`src/hw/rtl/assert_macros.svh`:
```
// Assertion macros for the deque RTL.
`ifndef ASSERT_MACROS_SVH
`define ASSERT_MACROS_SVH

// Property that must hold at every clock edge outside reset.
`define DQD_ASSERT(lbl, prop, msg) \
  lbl: assert property (@(posedge clk_i) disable iff (!rst_ni) (prop)) else $error(msg);

// Property whose consequent must hold in the cycle after the antecedent.
`define DQD_ASSERT_NEXT(lbl, ante, cons, msg) \
  lbl: assert property (@(posedge clk_i) disable iff (!rst_ni) (ante) |=> (cons)) else $error(msg);

`endif

```
`src/hw/rtl/dqd_pkg.sv`:
```
// Opcodes, status codes and port widths for the deque.
package dqd_pkg;

  localparam int OP_W     = 3;
  localparam int STATUS_W = 2;
  localparam int IO_W     = 32;

  typedef enum logic [OP_W-1:0] {
    OP_PUSH_BACK  = 3'd0,
    OP_POP_BACK   = 3'd1,
    OP_PUSH_FRONT = 3'd2,
    OP_POP_FRONT  = 3'd3,
    OP_DELETE     = 3'd4
  } opcode_e;

  typedef enum logic [STATUS_W-1:0] {
    ST_OK      = 2'd0,
    ST_EMPTY   = 2'd1,
    ST_FULL    = 2'd2,
    ST_NOMATCH = 2'd3
  } status_e;

endpackage

```
`src/hw/rtl/deque_with_delete_by_value_core.sv`:
```
// Pushes and unused opcodes: result registered at the accepting edge, busy stays low.
// Pops: the store read is registered at the accepting edge, then S_POP registers the result;
// a pop on an empty deque answers at the accepting edge. Delete: one entry per cycle
// through the single store read port, scanning then closing the gap.
// Reset clears head, count and the sequencer; stored words are not cleared.
// Results are strobed for one cycle on done_o; one item in flight, the receiver cannot stall.
module deque_with_delete_by_value_core #(
  parameter int DEPTH      = 16,
  parameter int DATA_WIDTH = 32,
  localparam int AW = (DEPTH > 1) ? $clog2(DEPTH) : 1,
  localparam int CW = $clog2(DEPTH + 1)
) (
  input  logic                            clk_i,
  input  logic                            rst_ni,
  input  logic                            start,
  output logic                            busy,
  input  logic [dqd_pkg::OP_W-1:0]        opcode_i,
  input  logic signed [dqd_pkg::IO_W-1:0] data_in_i,
  output logic                            done_o,
  output logic signed [dqd_pkg::IO_W-1:0] data_out_o,
  output logic [CW-1:0]                   count_out_o,
  output logic [dqd_pkg::STATUS_W-1:0]    status_o
);

  logic                  mem_we;
  logic [AW-1:0]         mem_waddr;
  logic [DATA_WIDTH-1:0] mem_wdata;
  logic [AW-1:0]         mem_raddr;
  logic [DATA_WIDTH-1:0] mem_rdata;

  dqd_ctrl #(
    .DEPTH      (DEPTH),
    .DATA_WIDTH (DATA_WIDTH)
  ) u_ctrl (
    .clk_i       (clk_i),
    .rst_ni      (rst_ni),
    .start_i     (start),
    .opcode_i    (opcode_i),
    .data_in_i   (data_in_i),
    .busy_o      (busy),
    .done_o      (done_o),
    .data_out_o  (data_out_o),
    .count_out_o (count_out_o),
    .status_o    (status_o),
    .mem_we_o    (mem_we),
    .mem_waddr_o (mem_waddr),
    .mem_wdata_o (mem_wdata),
    .mem_raddr_o (mem_raddr),
    .mem_rdata_i (mem_rdata)
  );

  dqd_mem #(
    .DEPTH      (DEPTH),
    .DATA_WIDTH (DATA_WIDTH)
  ) u_mem (
    .clk_i   (clk_i),
    .we_i    (mem_we),
    .waddr_i (mem_waddr),
    .wdata_i (mem_wdata),
    .raddr_i (mem_raddr),
    .rdata_o (mem_rdata)
  );

endmodule

```
`src/hw/rtl/dqd_mem.sv`:
```
// Entry store: one write port, one read port with registered read data.
module dqd_mem #(
  parameter int DEPTH      = 16,
  parameter int DATA_WIDTH = 32,
  localparam int AW = (DEPTH > 1) ? $clog2(DEPTH) : 1
) (
  input  logic                  clk_i,
  input  logic                  we_i,
  input  logic [AW-1:0]         waddr_i,
  input  logic [DATA_WIDTH-1:0] wdata_i,
  input  logic [AW-1:0]         raddr_i,
  output logic [DATA_WIDTH-1:0] rdata_o
);

  logic [DATA_WIDTH-1:0] mem_q [DEPTH];
  logic [DATA_WIDTH-1:0] rdata_q;

  always_ff @(posedge clk_i) begin
    if (we_i) begin
      mem_q[waddr_i] <= wdata_i;
    end
    rdata_q <= mem_q[raddr_i];
  end

  assign rdata_o = rdata_q;

endmodule

```
`src/hw/rtl/dqd_ctrl.sv`:
```
// Sequencer, shared slot adder and comparator, ring pointers and result register.
`include "assert_macros.svh"

module dqd_ctrl #(
  parameter int DEPTH      = 16,
  parameter int DATA_WIDTH = 32,
  localparam int AW = (DEPTH > 1) ? $clog2(DEPTH) : 1,
  localparam int CW = $clog2(DEPTH + 1)
) (
  input  logic                           clk_i,
  input  logic                           rst_ni,
  input  logic                           start_i,
  input  logic [dqd_pkg::OP_W-1:0]       opcode_i,
  input  logic signed [dqd_pkg::IO_W-1:0] data_in_i,
  output logic                           busy_o,
  output logic                           done_o,
  output logic signed [dqd_pkg::IO_W-1:0] data_out_o,
  output logic [CW-1:0]                  count_out_o,
  output logic [dqd_pkg::STATUS_W-1:0]   status_o,
  output logic                           mem_we_o,
  output logic [AW-1:0]                  mem_waddr_o,
  output logic [DATA_WIDTH-1:0]          mem_wdata_o,
  output logic [AW-1:0]                  mem_raddr_o,
  input  logic [DATA_WIDTH-1:0]          mem_rdata_i
);
  import dqd_pkg::*;

  typedef enum logic [1:0] {
    S_IDLE,
    S_POP,
    S_SCAN,
    S_SHIFT
  } state_e;

  state_e                   state_q, state_d;
  logic [AW-1:0]            head_q, head_d;
  logic [CW-1:0]            cnt_q, cnt_d;
  logic [CW-1:0]            pos_q, pos_d;
  logic [CW-1:0]            wpos_q, wpos_d;
  logic [AW-1:0]            wslot_q, wslot_d;
  logic [DATA_WIDTH-1:0]    key_q, key_d;
  logic                     cmp_vld_q, cmp_vld_d;
  logic [CW-1:0]            cmp_pos_q, cmp_pos_d;
  logic [AW-1:0]            cmp_slot_q, cmp_slot_d;
  logic                     done_q, done_d;
  logic signed [IO_W-1:0]   dout_q, dout_d;
  status_e                  status_q, status_d;

  opcode_e                  op;
  logic [DATA_WIDTH-1:0]    word_in;
  logic [CW-1:0]            idle_pos;
  logic [CW-1:0]            pos_in;
  logic [AW:0]              slot_sum;
  logic [AW-1:0]            slot;
  logic [AW-1:0]            head_inc;
  logic                     full;
  logic                     empty;
  logic                     match;
  logic                     issue;

  assign op       = opcode_e'(opcode_i);
  assign word_in  = DATA_WIDTH'($unsigned(data_in_i));
  assign full     = (cnt_q == CW'(DEPTH));
  assign empty    = (cnt_q == '0);
  assign head_inc = (head_q == AW'(DEPTH - 1)) ? '0 : head_q + AW'(1);
  assign match    = cmp_vld_q && (mem_rdata_i == key_q);

  always_comb begin
    case (op)
      OP_PUSH_BACK:  idle_pos = cnt_q;
      OP_POP_BACK:   idle_pos = cnt_q - CW'(1);
      OP_PUSH_FRONT: idle_pos = CW'(DEPTH - 1);
      default:       idle_pos = '0;
    endcase
  end

  // Shared slot adder: head plus position, wrapped once into the ring.
  assign pos_in   = (state_q == S_IDLE) ? idle_pos : pos_q;
  assign slot_sum = {1'b0, head_q} + (AW + 1)'(pos_in);
  assign slot     = (slot_sum >= (AW + 1)'(DEPTH)) ?
                    AW'(slot_sum - (AW + 1)'(DEPTH)) : slot_sum[AW-1:0];

  always_comb begin
    state_d     = state_q;
    head_d      = head_q;
    cnt_d       = cnt_q;
    pos_d       = pos_q;
    wpos_d      = wpos_q;
    wslot_d     = wslot_q;
    key_d       = key_q;
    done_d      = 1'b0;
    dout_d      = '0;
    status_d    = status_q;
    issue       = 1'b0;
    mem_we_o    = 1'b0;
    mem_waddr_o = slot;
    mem_wdata_o = word_in;

    case (state_q)
      S_IDLE: begin
        if (start_i) begin
          case (op)
            OP_PUSH_BACK: begin
              done_d = 1'b1;
              if (full) begin
                status_d = ST_FULL;
              end else begin
                mem_we_o = 1'b1;
                cnt_d    = cnt_q + CW'(1);
                status_d = ST_OK;
              end
            end
            OP_PUSH_FRONT: begin
              done_d = 1'b1;
              if (full) begin
                status_d = ST_FULL;
              end else begin
                mem_we_o = 1'b1;
                head_d   = slot;
                cnt_d    = cnt_q + CW'(1);
                status_d = ST_OK;
              end
            end
            OP_POP_BACK: begin
              if (empty) begin
                done_d   = 1'b1;
                status_d = ST_EMPTY;
              end else begin
                cnt_d   = cnt_q - CW'(1);
                state_d = S_POP;
              end
            end
            OP_POP_FRONT: begin
              if (empty) begin
                done_d   = 1'b1;
                status_d = ST_EMPTY;
              end else begin
                head_d  = head_inc;
                cnt_d   = cnt_q - CW'(1);
                state_d = S_POP;
              end
            end
            OP_DELETE: begin
              key_d = word_in;
              if (empty) begin
                done_d   = 1'b1;
                status_d = ST_NOMATCH;
              end else begin
                issue   = 1'b1;
                pos_d   = CW'(1);
                state_d = S_SCAN;
              end
            end
            default: begin
              done_d   = 1'b1;
              status_d = ST_OK;
            end
          endcase
        end
      end
      S_POP: begin
        done_d   = 1'b1;
        dout_d   = $signed(IO_W'(mem_rdata_i));
        status_d = ST_OK;
        state_d  = S_IDLE;
      end
      S_SCAN: begin
        // Read one entry a cycle; compare the one read the cycle before.
        issue = (pos_q < cnt_q);
        if (issue) begin
          pos_d = pos_q + CW'(1);
        end
        if (match) begin
          wpos_d  = cmp_pos_q;
          wslot_d = cmp_slot_q;
          state_d = S_SHIFT;
        end else if (cmp_vld_q && (cmp_pos_q == cnt_q - CW'(1))) begin
          done_d   = 1'b1;
          status_d = ST_NOMATCH;
          state_d  = S_IDLE;
        end
      end
      S_SHIFT: begin
        issue = (pos_q < cnt_q);
        if (issue) begin
          pos_d = pos_q + CW'(1);
        end
        // Move the next entry up into the gap, one place a cycle.
        if ((wpos_q + CW'(1)) < cnt_q) begin
          mem_we_o    = 1'b1;
          mem_waddr_o = wslot_q;
          mem_wdata_o = mem_rdata_i;
          wslot_d     = cmp_slot_q;
          wpos_d      = wpos_q + CW'(1);
        end else begin
          cnt_d    = cnt_q - CW'(1);
          done_d   = 1'b1;
          status_d = ST_OK;
          state_d  = S_IDLE;
        end
      end
      default: begin
        state_d = S_IDLE;
      end
    endcase
  end

  assign cmp_vld_d  = issue;
  assign cmp_pos_d  = pos_in;
  assign cmp_slot_d = slot;

  always_ff @(posedge clk_i or negedge rst_ni) begin
    if (!rst_ni) begin
      state_q    <= S_IDLE;
      head_q     <= '0;
      cnt_q      <= '0;
      pos_q      <= '0;
      wpos_q     <= '0;
      wslot_q    <= '0;
      key_q      <= '0;
      cmp_vld_q  <= 1'b0;
      cmp_pos_q  <= '0;
      cmp_slot_q <= '0;
      done_q     <= 1'b0;
      dout_q     <= '0;
      status_q   <= ST_OK;
    end else begin
      state_q    <= state_d;
      head_q     <= head_d;
      cnt_q      <= cnt_d;
      pos_q      <= pos_d;
      wpos_q     <= wpos_d;
      wslot_q    <= wslot_d;
      key_q      <= key_d;
      cmp_vld_q  <= cmp_vld_d;
      cmp_pos_q  <= cmp_pos_d;
      cmp_slot_q <= cmp_slot_d;
      done_q     <= done_d;
      dout_q     <= dout_d;
      status_q   <= status_d;
    end
  end

  assign mem_raddr_o = slot;
  assign busy_o      = (state_q != S_IDLE);
  assign done_o      = done_q;
  assign data_out_o  = dout_q;
  assign count_out_o = cnt_q;
  assign status_o    = status_q;

  `DQD_ASSERT(a_cnt_bound, cnt_q <= CW'(DEPTH), "entry count above depth")
  `DQD_ASSERT(a_head_bound, head_q <= AW'(DEPTH - 1), "head index outside ring")
  `DQD_ASSERT_NEXT(a_accept_resp, start_i && !busy_o, done_q || busy_o, "accepted beat lost")
  `DQD_ASSERT(a_shift_pos, state_q != S_SHIFT || wpos_q < cnt_q, "shift past last entry")

endmodule
```
`config.mk`:
```
export PLATFORM = sky130hd
export DESIGN_NAME = deque_with_delete_by_value_core
export DESIGN_NICKNAME = d
export VERILOG_FILES = /design/src/hw/rtl/dqd_pkg.sv /design/src/hw/rtl/deque_with_delete_by_value_core.sv /design/src/hw/rtl/dqd_mem.sv /design/src/hw/rtl/dqd_ctrl.sv
export VERILOG_INCLUDE_DIRS = /design/src /design/src/hw/rtl
export SDC_FILE = /design/constraint.sdc
export NUM_CORES = 1
export LEC_CHECK = 0
export BUFFER_PORTS_ARGS = -buffer_cell sky130_fd_sc_hd__buf_2
export CAP_MARGIN = 40
export CORE_UTILIZATION = 50
export DETAILED_ROUTE_END_ITERATION = 10
export PLACE_DENSITY_LB_ADDON = 0.12
export SETUP_SLACK_MARGIN = 0.02
export SYNTH_ARGS = -nofsm -noshare
export SYNTH_HDL_FRONTEND = slang
export SYNTH_SLANG_ARGS = --single-unit
export TNS_END_PERCENT = 5
```
`constraint.sdc`:
```
create_clock -name clk_i -period 5.2 [get_ports clk_i]
set_input_delay 1.56 -clock clk_i [delete_from_list [all_inputs] [get_ports clk_i]]
set_output_delay 1.56 -clock clk_i [all_outputs]
set_load 0.02 [all_outputs]
```
Word level (Yosys, flattened, before mapping)
Memory sizes are Yosys's and may differ from the RTL's. A register that Yosys moved wholly into a read port is not among the register bits.
Cells that the tools add are included.
Operators by class
  add/subtract/negate cells: 7
  equal/unequal tests: 30
  order comparisons: 3
  reductions and logical operators: 21
  mux-type cells: 63
Operators with widths (count)
  $mux W32: 3
  $mux W5: 11
  $pmux W5 S2: 4
  $eq A32 B32 Y1: 1
  $mux W4: 8
  $mux W2: 12
  $reduce_and A6 Y1: 3
  $pmux W2 S4: 2
  $pmux W4 S2: 2
  $add A5 B1 Y5 const B: 3
  $mux W1: 15
  $ne A3 B3 Y1 const B: 5
  $pmux W5 S3: 1
  $ne A2 B2 Y1 const B: 7
  $lt A5 B5 Y1: 2
  $reduce_and A5 Y1: 2
  $reduce_bool A2 Y1: 5
  $ne A2 B1 Y1 const B: 4
  $eq A3 B2 Y1 const B: 2
  $ne A3 B2 Y1 const B: 2
  $pmux W2 S3: 1
  $reduce_and A3 Y1: 2
  $reduce_or A2 Y1: 3
  $add A4 B5 Y5: 1
  20 further kinds: 23
Word-level totals
  logic and storage cells: 138
  bits in writable memories: 512
  output and inout bits: 41
  input bits: 38
  memories kept: 1
  register bits: 102
Memories
  u_mem.mem_q: words 16, width 32, read ports 1, clocked after memory_dff 1, wr ports 1, RTL line dqd_mem.sv:15  | logic [DATA_WIDTH-1:0] mem_q [DEPTH];

Depth between registers and ports, before layout
  depth in word-level cells: 8
  depth in mapped cells: 16
  depth with buffers taken out: 14

Cells and area by module
From an unflattened synthesis, not the netlist that was laid out.
Second synthesis, totals
  cells, all modules: 1360
  area, all modules: 25583.3 um^2
Modules (own cells, without submodules)
  dqd_mem: cells an instance 838, sequential area each 16015.4 um^2, area an instance 19835.3 um^2, times used 1
  dqd_ctrl: cells an instance 522, sequential area each 2552.4 um^2, area an instance 5748.0 um^2, times used 1

Worst setup path before layout
No wires, ideal clock.
  path kind: input to register
  from: input opcode_i[0] (netlist bit)
  to: memory u_mem.mem_q[1][0], enable pin
  setup time: 0.421 ns
  arrival time: 5.594 ns
  cell stages on the path: 13
  buffers on the path: 5
  path slack: -0.815 ns
  path through: clkbuf_1 -> clkbuf_1 -> xor2_1 -> o2bb2ai_1 -> ha_1 -> inv_1 -> fa_1 -> clkbuf_1 -> clkbuf_1 -> clkbuf_1 -> nand4_1 -> a21o_1 -> nor2_1
Between the ends
  word-level cells in the longest chain between the ends: 8
  elaborated cells on any way between the ends: 17
Ends and longest elaborated chain
  start: declaration: RTL line deque_with_delete_by_value_core.sv:17  | input logic [dqd_pkg::OP_W-1:0] opcode_i,
  $eq A3 B2 Y1, or another cell as far along: RTL line dqd_ctrl.sv:69  | case (op)
  $pmux W5 S3 (*): RTL line dqd_ctrl.sv:69
  $mux W5 (*): RTL line dqd_ctrl.sv:78  | assign pos_in = (state_q == S_IDLE) ? idle_pos : pos_q;
  named net u_ctrl.cmp_pos_d[0]: RTL line dqd_ctrl.sv:43  | logic [CW-1:0] cmp_pos_q, cmp_pos_d;
  $add A4 B5 Y5 (*): RTL line dqd_ctrl.sv:79  | assign slot_sum = {1'b0, head_q} + (AW + 1)'(pos_in);
  $sub A4 B1 Y4 / $ge A5 B5 Y1 (equally long branches): RTL line dqd_ctrl.sv:81, dqd_ctrl.sv:80
  $mux W4 (*): RTL line dqd_ctrl.sv:80  | assign slot = (slot_sum >= (AW + 1)'(DEPTH)) ?
  $mux W4: RTL line dqd_ctrl.sv:189  | if ((wpos_q + CW'(1)) < cnt_q) begin
  $mux W4 (*): RTL line dqd_ctrl.sv:99  | case (state_q)
  end: declaration: RTL line dqd_mem.sv:15
Mark *: on every way through the listed nets, which the timed path passes. The rest lies on a longest branch.

Worst setup path after layout
  from: input opcode_i[1] (netlist bit)
  to: memory u_mem.mem_q[0][8], enable pin
Between the ends
  word-level cells in the longest chain between the ends: 8
  elaborated cells on any way between the ends: 17
Ends and longest elaborated chain
  $eq A3 B2 Y1, or another cell as far along: RTL line dqd_ctrl.sv:69
  $pmux W5 S3 (*): RTL line dqd_ctrl.sv:69
  $mux W5 (*): RTL line dqd_ctrl.sv:78
  named net u_ctrl.cmp_pos_d[0]: RTL line dqd_ctrl.sv:43
  $add A4 B5 Y5 (*): RTL line dqd_ctrl.sv:79
  $sub A4 B1 Y4 / $ge A5 B5 Y1 (equally long branches): RTL line dqd_ctrl.sv:81, dqd_ctrl.sv:80
  $mux W4 (*): RTL line dqd_ctrl.sv:80
  named net mem_raddr[1]: RTL line deque_with_delete_by_value_core.sv:28  | logic [AW-1:0] mem_raddr;
  $mux W4: RTL line dqd_ctrl.sv:189
  $mux W4 (*): RTL line dqd_ctrl.sv:99
Marks and branches as above.

==> metrics.txt <==
Design Area, Final 0.0301 mm2; WL/cell 26.5 um; Worst EP arrival 4700 ps; Leakage Power 10.8 nW; Antenna Cells 0; P_int 14.1 mW; Cell Chain, Critical Path buf_2 -> nor2_1 -> xor2_1 -> o2bb2ai_1 -> ha_4 -> inv_1 -> fa_4 -> inv_1 -> or4_1 -> a21o_1 -> nor2_4 -> buf_12; CTS Sinks between 600 and 700; Slew HR 0.361; critical path fanouts, max 24; Hold/Removal Path Class register to register; routed length on met1 27100 um; Crit. End Element register; synthesized instance count 1425; Top delay family on crit path adder cells; sequential power share 0.313; Synth top cells by count edfxtp_1, mux4_2, nand2_1; Worst R2R Setup Slack 1020 ps; via count between 10000 and 15000; H-tree depth 3; synthesized flop and latch total about 650; top cell type's share of synthesized area 0.593; CP max-delay cell fa_4; Die H 230 um; Most used DFF post-synth edfxtp_1; area of the mapped netlist between 0.02 and 0.03 mm2; final setup vio count 0; met3 WL about 2700 um; IO buf count between 70 and 80; DRC Markers 0; Final Hold Viols 0; first-pass GRT wire length roughly 91000 um; # IOs 79; gr usage total 0.238; clock period minus worst slack 4420 ps; Total Wirelength 60900 um; syn avg cell area 18.2 um2; clock group share of total power 0.224; fillers 3919; Setup TNS Final 0 ps; Slew @ Worst Pin 959 ps; CP max stage delay around 800 ps; CTS Hold Bufs 0; Tot Pwr 22.0 mW; Logic pwr share 0.463; Worst Skew 21.4 ps; pwr/cell area 732 mW/mm2; Seq/Total Area, Yosys 0.716; Final Cycle Share 0.850; vias in the first global route between 10000 and 15000; Post-synth EDFFs 512; Die ar. 0.0528 mm2; initial antenna violation count 1; DIE WIDTH between 200 and 250 um; syn_nets between 1000 and 1500; core box area 0.0513 mm2; Post-DRT Antenna Nets 0; Max Clk Rate ~0.23 GHz; critical path type input port to register; gpl congestion 0.859; CTS tree yes; Critical Path RT 5480 ps; 1st-iter DRT viols approximately 1000; cell repeated most along the worst path inv_1; dpl cells 2168; metal2 WL 30000 um; GRT overflow 0; row count 83; top-count cell post-synth edfxtp_1; pin count of the biggest net entering global routing a little under 80; DR pass1 iterations 5; Sw Ratio 0.361; maximum vdd drop 0.926 mV; Switch Pwr approximately 7.9 mW; total CTS buffers 71; Syn-to-layout area delta 16.1%; Synth area leaders edfxtp_1, mux4_2, dfrtp_1; Initial Util 0.506; clock-pin slew on the worst setup and hold paths ~50 ps; synth warn 0; RSZ-0062 raised after global routing no; worst skew pair latency 610 ps; synth unique cells 65; max cap viols 0; Final Util 0.587; highest routed layer met4; max-slew violation count 0; Setup Fix Bufs, Post-CTS 0; fin cells 2299; Bufs and invs on worst path 4; clk buf depth 3; most area-hungry cell type in the Yosys netlist edfxtp_1; run status complete, no violations; clk root buf clkbuf_16; Vias/cell slightly below 6; Area after DPL 0.0278 mm2; Startpoint Class input port; layout cell share with drive strength beyond 1 0.274; DPL Wire Length about 37000 um; Post-synth ARST share 0.158; # resized after CTS 0; Final nets 1622
[stage by stage]
| stage | setup slack (ps) | hold WS [ps] |
|---|---|---|
| floorplan | -321 | 454 |
| global placement | 211 | 459 |
| detailed placement | 212 | 468 |
| CTS | 829 | 481 |
| global route | 653 | 489 |
| finish | 781 | 478 |
[registers in the layout, indices dropped and copies added, names as in the netlist, 4 cells and up]
register	flops
u_ctrl.count_out_o	5
u_ctrl.cmp_pos_q	5
u_ctrl.wpos_q	5
u_mem.rdata_o	32
u_ctrl.data_out_o	32
u_ctrl.wslot_q	4
u_ctrl.cmp_slot_q	4
u_ctrl.key_q	32
u_mem.mem_q	512
u_ctrl.head_q	4
u_ctrl.pos_q	5
[cells in the final DEF, fill, tap and decap left out, types with 5 or more instances in the layout]
cell / count
buf_2: 77
buf_4: 28
dfxtp_1: 32
or3_1: 7
nand4_1: 10
mux2i_1: 104
xnor2_1: 32
mux4_2: 128
nand2_1: 116
a211oi_1: 7
clkbuf_16: 75
nor2_1: 15
clkinv_4: 6
clkinv_2: 14
clkinv_1: 6
mux2_2: 44
and2_1: 33
inv_1: 23
or4_1: 5
a21o_1: 9
dfrtp_1: 102
o211ai_1: 6
clkbuf_1: 16
nand3_1: 14
ha_1: 21
edfxtp_1: 512
nand2b_1: 6
o21ai_0: 13
a31oi_1: 6
xor2_1: 17
a21oi_1: 17
buf_12: 25
nor2_4: 17
[path summary, 6_finish.rpt]
| kind | to | start | depth (start not counted) |
|---|---|---|---|
| worst max-delay path | u_mem.mem_q[0][8]$_DFFE_PP_ | opcode_i[1] | 12 |
| worst min-delay path | u_ctrl.wslot_q[3]$_DFFE_PN0P_ | u_ctrl.cmp_slot_q[3]$_DFF_PN0_ | 1 |
| worst max register to register | u_mem.mem_q[0][8]$_DFFE_PP_ | u_ctrl.state_q[1]$_DFFE_PN0P_ | 12 |
| worst min register to register | u_ctrl.wslot_q[3]$_DFFE_PN0P_ | u_ctrl.cmp_slot_q[3]$_DFF_PN0_ | 1 |
| max in group asynchronous | u_ctrl.key_q[10]$_DFFE_PN0P_ | rst_ni | 3 |
| min in group asynchronous | u_ctrl.data_out_o[30]$_DFF_PN0_ | rst_ni | 1 |
[worst reg2reg max path, cell delays in order, from the launching register on]
cell,delay [ps]
dfrtp_1,420
inv_1,130
ha_1,320
inv_1,320
o2bb2ai_1,240
ha_4,190
inv_1,50
fa_4,800
inv_1,60
or4_1,530
a21o_1,330
nor2_4,200
buf_12,240
[final cells by class]
class | count | area, um2 | area share
Sequential cell | 646 | 18600 | 0.617
Multi-Input combinational cell | 687 | 7160 | 0.238
Clock buffer | 95 | 1990 | 0.0662
Timing Repair Buffer | 131 | 1120 | 0.0373
Tap cell | 680 | 851 | 0.0283
Clock inverter | 36 | 314 | 0.0104
Inverter | 24 | 90.1 | 0.00299
[metal layers]
layer / GRT usage / vias up
met5: 0 / -
met4: 0.0677 / 0
met3: 0.0327 / 78
met2: 0.386 / 351
met1: 0.339 / 7191
li1: - / 5866
[logic make-up after synthesis]
kind of cell / synth area share
AO/OA/AOI/OAI: 0.0245
flip-flops: 0.716
AND/OR/NAND/NOR: 0.0466
XOR/XNOR: 0.0172
buffers and inverters: 0.0140
multiplexers: 0.170
adder cells (fa/ha/maj): 0.0114
[power groups by stage]
stage / logic, mW / clock network [mW] / registers (mW)
after floorplan: 7.16 / 0 / 7.03
after global placement: 10.3 / 0 / 6.97
after detailed placement: 10.3 / 0 / 6.99
after CTS: 10.4 / 5.04 / 6.89
after global routing: 10.9 / 5.22 / 6.96
final: 10.2 / 4.94 / 6.89
Power figures use the tool's default switching activity.
